[src/abps_pkg.sv]
`default_nettype none
package abps_pkg;

  localparam int STORE_BYTES = 1048576;
  localparam int STORE_AW    = $clog2(STORE_BYTES);

  localparam int X_W      = 12;
  localparam int Y_W      = 12;
  localparam int COLOR_W  = 32;
  localparam int PIXEL_W  = 24;
  localparam int ROW_W    = 15;
  localparam int PIXB_W   = 3;
  localparam int CFG_W    = 15;
  localparam int ROWOFS_W = Y_W + ROW_W;
  localparam int PIXOFS_W = X_W + PIXB_W;
  localparam int SUM_W    = ROWOFS_W + 1;

  // last base address that still leaves room for three bytes
  localparam logic [SUM_W-1:0] LAST_BASE = SUM_W'(STORE_BYTES - 3);

  localparam logic [ROW_W-1:0]  ROW_BYTES_RST   = ROW_W'(1920);
  localparam logic [PIXB_W-1:0] PIXEL_BYTES_RST = PIXB_W'(3);

  typedef enum logic [0:0] {
    REG_ROW_BYTES   = 1'b0,
    REG_PIXEL_BYTES = 1'b1
  } cfg_reg_t;

  // color channel, also selects the byte within the pixel
  typedef enum logic [1:0] {
    CH_NONE = 2'd0,
    CH_B    = 2'd1,
    CH_G    = 2'd2,
    CH_R    = 2'd3
  } chan_t;

  typedef struct packed {
    logic  clr_step;
    logic  load_item;
    logic  mul;
    logic  check;
    logic  mem_rd;
    logic  mem_wr;
    chan_t sel;
    chan_t cap;
    logic  load_result;
  } cmd_t;

  typedef struct packed {
    logic clr_last;
    logic range_err;
    logic is_read;
    logic out_free;
  } status_t;

  function automatic logic [1:0] chan_ofs(input chan_t ch);
    logic [1:0] ofs;
    unique case (ch)
      CH_B:    ofs = 2'd0;
      CH_G:    ofs = 2'd1;
      CH_R:    ofs = 2'd2;
      default: ofs = 2'd0;
    endcase
    return ofs;
  endfunction

endpackage
`default_nettype wire

[src/abps_ctrl.sv]
`default_nettype none
module abps_ctrl (
  input  wire logic              clk,
  input  wire logic              rst,
  input  wire logic              req_valid,
  output logic                   req_ready,
  output abps_pkg::cmd_t         cmd,
  input  wire abps_pkg::status_t status
);

  typedef enum logic [11:0] {
    S_CLEAR  = 12'b0000_0000_0001,
    S_IDLE   = 12'b0000_0000_0010,
    S_MUL    = 12'b0000_0000_0100,
    S_CHECK  = 12'b0000_0000_1000,
    S_RD_B   = 12'b0000_0001_0000,
    S_RD_G   = 12'b0000_0010_0000,
    S_RD_R   = 12'b0000_0100_0000,
    S_RD_END = 12'b0000_1000_0000,
    S_WR_B   = 12'b0001_0000_0000,
    S_WR_G   = 12'b0010_0000_0000,
    S_WR_R   = 12'b0100_0000_0000,
    S_FINISH = 12'b1000_0000_0000
  } state_t;

  state_t state;
  state_t state_next;

  always_ff @(posedge clk) begin
    if (rst) begin
      state <= S_CLEAR;
    end else begin
      state <= state_next;
    end
  end

  assign req_ready = (state == S_IDLE);

  always_comb begin
    state_next      = state;
    cmd.clr_step    = 1'b0;
    cmd.load_item   = 1'b0;
    cmd.mul         = 1'b0;
    cmd.check       = 1'b0;
    cmd.mem_rd      = 1'b0;
    cmd.mem_wr      = 1'b0;
    cmd.sel         = abps_pkg::CH_NONE;
    cmd.cap         = abps_pkg::CH_NONE;
    cmd.load_result = 1'b0;
    unique case (state)
      S_CLEAR: begin
        cmd.clr_step = 1'b1;
        if (status.clr_last) state_next = S_IDLE;
      end
      S_IDLE: begin
        if (req_valid) begin
          cmd.load_item = 1'b1;
          state_next    = S_MUL;
        end
      end
      S_MUL: begin
        cmd.mul    = 1'b1;
        state_next = S_CHECK;
      end
      S_CHECK: begin
        cmd.check  = 1'b1;
        state_next = status.range_err ? S_FINISH : S_RD_B;
      end
      // read data arrives in the cycle after its address
      S_RD_B: begin
        cmd.mem_rd = 1'b1;
        cmd.sel    = abps_pkg::CH_B;
        state_next = S_RD_G;
      end
      S_RD_G: begin
        cmd.mem_rd = 1'b1;
        cmd.sel    = abps_pkg::CH_G;
        cmd.cap    = abps_pkg::CH_B;
        state_next = S_RD_R;
      end
      S_RD_R: begin
        cmd.mem_rd = 1'b1;
        cmd.sel    = abps_pkg::CH_R;
        cmd.cap    = abps_pkg::CH_G;
        state_next = S_RD_END;
      end
      S_RD_END: begin
        cmd.cap    = abps_pkg::CH_R;
        state_next = status.is_read ? S_FINISH : S_WR_B;
      end
      S_WR_B: begin
        cmd.mem_wr = 1'b1;
        cmd.sel    = abps_pkg::CH_B;
        state_next = S_WR_G;
      end
      S_WR_G: begin
        cmd.mem_wr = 1'b1;
        cmd.sel    = abps_pkg::CH_G;
        state_next = S_WR_R;
      end
      S_WR_R: begin
        cmd.mem_wr = 1'b1;
        cmd.sel    = abps_pkg::CH_R;
        state_next = S_FINISH;
      end
      S_FINISH: begin
        if (status.out_free) begin
          cmd.load_result = 1'b1;
          state_next      = S_IDLE;
        end
      end
      default: begin
        state_next = S_CLEAR;
      end
    endcase
  end

endmodule
`default_nettype wire

[config.mk]
export PLATFORM = sky130hd
export DESIGN_NAME = abps_ctrl
export DESIGN_NICKNAME = d
export VERILOG_FILES = /design/src/abps_pkg.sv /design/src/abps_ctrl.sv
export SDC_FILE = /design/constraint.sdc
export NUM_CORES = 1
export LEC_CHECK = 0
export BUFFER_PORTS_ARGS = -buffer_cell sky130_fd_sc_hd__buf_4
export CAP_MARGIN = 20
export CELL_PAD_IN_SITES_DETAIL_PLACEMENT = 1
export CELL_PAD_IN_SITES_GLOBAL_PLACEMENT = 2
export CORE_AREA = 2 2 41 80
export DETAILED_ROUTE_END_ITERATION = 7
export DIE_AREA = 0 0 43 82
export GPL_ROUTABILITY_DRIVEN = 1
export MAX_ROUTING_LAYER = met4
export PLACE_DENSITY = 0.78
export SKIP_CTS_REPAIR_TIMING = 1
export SLEW_MARGIN = 10
export SYNTH_ARGS = -nofsm -noshare
export SYNTH_HDL_FRONTEND = slang
export SYNTH_SLANG_ARGS = --single-unit
export TNS_END_PERCENT = 100
[constraint.sdc]
create_clock -name clk -period 3.56 [get_ports clk]
set_clock_uncertainty 0.2 [all_clocks]
set_input_delay 0 -clock clk [delete_from_list [all_inputs] [get_ports clk]]
set_output_delay 0 -clock clk [all_outputs]
set_load 0.1 [all_outputs]
==> run summary <==
By instance count, the cell type seen most on the critical path is sky130_fd_sc_hd__nor4_1. Entering global routing, the biggest net connects 13 pins. In the final layout, the registers with the most flip-flops are state (12). The maximum achievable frequency is 370.7 MHz. Measured against its own limit, the worst slew margin works out to about half. The number of warnings issued by yosys came out at 0. By instance count, the leading cell after synthesis is sky130_fd_sc_hd__nor2_1. After synthesis, the cell types taking the most area are sky130_fd_sc_hd__dfxtp_1 (27%), sky130_fd_sc_hd__nor2_1 (6.7%), sky130_fd_sc_hd__and4_1 (3.9%). The cell count after synthesis came out at 112. The register with the most flip-flops in the layout has 12 of them. The proportion of netlist area held by the largest area contributor came out at 26.78%.

The count of nets after finishing is 138. The fraction of registers with async set or reset after synthesis is 0%. The number of levels in the clock H-tree is 1. The number of vias in the routed layout came out at 902. The final critical-path required period is around 2.7 ns. Summed over all failing endpoints, the final setup total negative slack is 0 ns. In the synthesized netlist the dominant register cell turns out to be sky130_fd_sc_hd__dfxtp_1. After clock tree synthesis, the clock-pin slew on the worst setup and hold paths is 0.06 ns. The area growth from synthesis to layout is 27.62%. After detailed placement, the total cell area comes to around 0.0010 mm^2.

The class of the tightest hold or removal check is input port to flip-flop. The worst hold path depth is 4. The commonest cells after synthesis are sky130_fd_sc_hd__nor2_1 (16), sky130_fd_sc_hd__dfxtp_1 (12). The count of standard-cell rows came out at 28. The boundary pin count is 19. The routed wire length on met2 is ~1600 um. STA classifies the critical path endpoint as a flip-flop. The residual DRC count came out at 0.

For the worst-skew pair, the clock arrives at the later sink with an insertion delay of 0.25 ns. The detailed-route wire length per cell is between 15 and 20 um. The number of buffers created by CTS is 3.

The pre-CTS setup slack is 1.268 ns. More flip-flops sit in one register than any other, and that register is state. The CTS tree is done.

Dividing the synthesized area by the synthesized cell count gives 8.010 um^2. The number of buffers and inverters on the critical path is 1. The required time reported for the critical path endpoint is 3.56 ns. 0 antenna diodes ended up in the layout. For this run, the total global-route usage over all layers was measured as 16.86%. The final wirelength came out at 2736 um.

The number of nets in the synthesized netlist is 119. The via density per instance is 5.638. Setup violations remaining at the end of the flow were counted as 0. The number of nets with antenna violations after routing is 0. The met3 layer wire length in the routed design is about 82 um. For this run, the slowest stage of the critical path takes 0.63 ns. Detailed placement ended at an HPWL of 2137 um. The synthesized netlist contains 42 unique library cells. The path length in cells of the critical path is 5. Setup repair after global routing left no endpoint under its margin. The run finished with clean final reports. The sequential share of the synthesized area came out at 26.78%.

The starting density of the core is 30.48%. The part of the cycle the worst path needs is 75.77%. The power density relative to cell area came out at 365.8 mW/mm^2. The family of cells with the greatest summed delay on the critical path is simple AND/OR/NAND/NOR gates. The smallest setup slack after layout is 0.8624 ns. The number of design-rule violations left by the first detailed-router iteration came out at 12. The wire length the detailed router placed on met1 is 1032 um. Walking the worst path, the cells encountered are nor4_1 > nand2_1 > or3_1 > nor4_1 > dlygate4sd3_1. STA classifies the critical path startpoint as a flip-flop. Summed over all layers, the global routing overflow is 0. The count of flip-flops with a built-in enable after synthesis is 0. Routability-driven placement finished with a final weighted congestion of a little over 0.8. The maximum fanout along the worst path came out at 8.

The post-synthesis instance area came out at around 900 um^2. sky130_fd_sc_hd__dfxtp_1 takes more of the synthesized area than any other cell. The floorplan die area is ~0.0035 mm^2. The port buffer count came out at 18. The hold violation count in the final report came out at 0.

The wire length of the first global-routing pass came out at 4347 um. The initial antenna violation count was 0. The width of the die is 43 um.

The critical path in this run is classified as flip-flop to flip-flop. The total of flip-flops plus latches after synthesis is 12. The total number of clock tree sinks came out at 12. The number of pins exceeding their max-slew limit in the final report came out at 0. The die is 82 um tall.

Across the run, the number of max-cap violations was 0. The fraction of layout instances using a drive strength above 1 came out at 25.38%. The buffer depth of the longest clock path came out at 2.

The worst reg-to-reg setup slack is 0.86 ns. For the pin with the worst max-slew slack, the measured transition is a little over 0.7 ns. The core area is 0.002943 mm^2. The length of the first detailed-routing pass in iterations is 4. The number of global-route vias before repair is a little over 900.

The post-route cell area is 0.001145 mm^2. The peak supply drop is 228.2 uV. The power after layout is 0.4187 mW. The highest metal layer carrying signal wires in the routed design is met4.

The number of cells on the worst reg-to-reg path is 5. The total of fill cells in the finished design is roughly 370. The arrival time at the worst endpoint came out at 2.69 ns. Counting tap cells, the placed design contains a total of 150 instances. The finished layout holds between 150 and 200 standard cells, fillers aside.

Among all stages on the critical path, the largest delay is contributed by sky130_fd_sc_hd__nor4_1. The standby leakage power came out at 0.4634 nW. The tree is rooted in a sky130_fd_sc_hd__clkbuf_8.
routing by layer:
layer  vias to the layer above  track usage (%)
met5                         -                -
met4                         0            6.970
met3                         5            2.198
met2                        20            32.12
met1                       425            16.69
li1                        452                -
worst reg2reg max path, delay by kind of cell (launching register included):
kind | cells | cell delay [ns]
AND/OR/NAND/NOR | 4 | 1.48
buffers and inverters | 1 | 0.59
flip-flops | 1 | 0.38
kinds of logic after synthesis:
kind of cell    synth area share, %
simple gates                  46.72
compound gates                13.39
flops                         26.78
buf+inv                       7.252
xor+xnor                      5.858
stage by stage:
stage,hold slack (ns),util [%]
floorplan,-0.1242,-
global placement,-0.02323,34.99
detailed placement,-0.02122,34.99
CTS,-0.2814,36.86
global route,0.09986,38.90
finish,0.01750,38.90
worst paths after layout:
| path | start | end |
|---|---|---|
| worst max-delay path | state[2] | state[8] |
| worst min-delay path | status[3] | state[0] |
| worst max register to register | state[2] | state[8] |
| worst min register to register | state[8] | state[9] |
cell usage in the layout (no fill, tap or decap), drive strengths merged:
cell type,n
xor2,2
a21boi,1
nor3b,2
and4,4
clkbuf,4
a2111oi,1
and2,1
a21oi,5
or4,4
or3,1
or4b,2
or2,1
nor2b,1
nor3,6
nand2,5
a31oi,1
nand2b,4
nand4,1
a22o,1
a41oi,1
nor2,16
buf,18
o41ai,1
o211a,2
or3b,1
nor4,7
dfxtp,12
nand3,1
and3,2
nand4b,2
inv,2
o21ai,2
o21bai,1
dlygate4sd3,6
xnor2,4
nor4b,2
nand3b,2
o2111ai,1
layout make-up:
type                       instances  area [um^2]  share of cell area (%)
timing repair buffer              24        195.2                   17.05
multi-input combinational         88        609.3                   53.22
inverter                           2        7.507                  0.6557
sequential                        12        240.2                   20.98
tap                               30        37.54                   3.279
clock buffer                       4        55.05                   4.809
where the power goes:
part	leakage (nW)	internal (mW)	total, mW	switching (mW)
combinational	0.338	0.0384	0.117	0.0785
sequential	0.0971	0.139	0.145	0.00559
clock	0.0288	0.0981	0.157	0.0591
No activity file was read; power rests on OpenSTA's default activity.
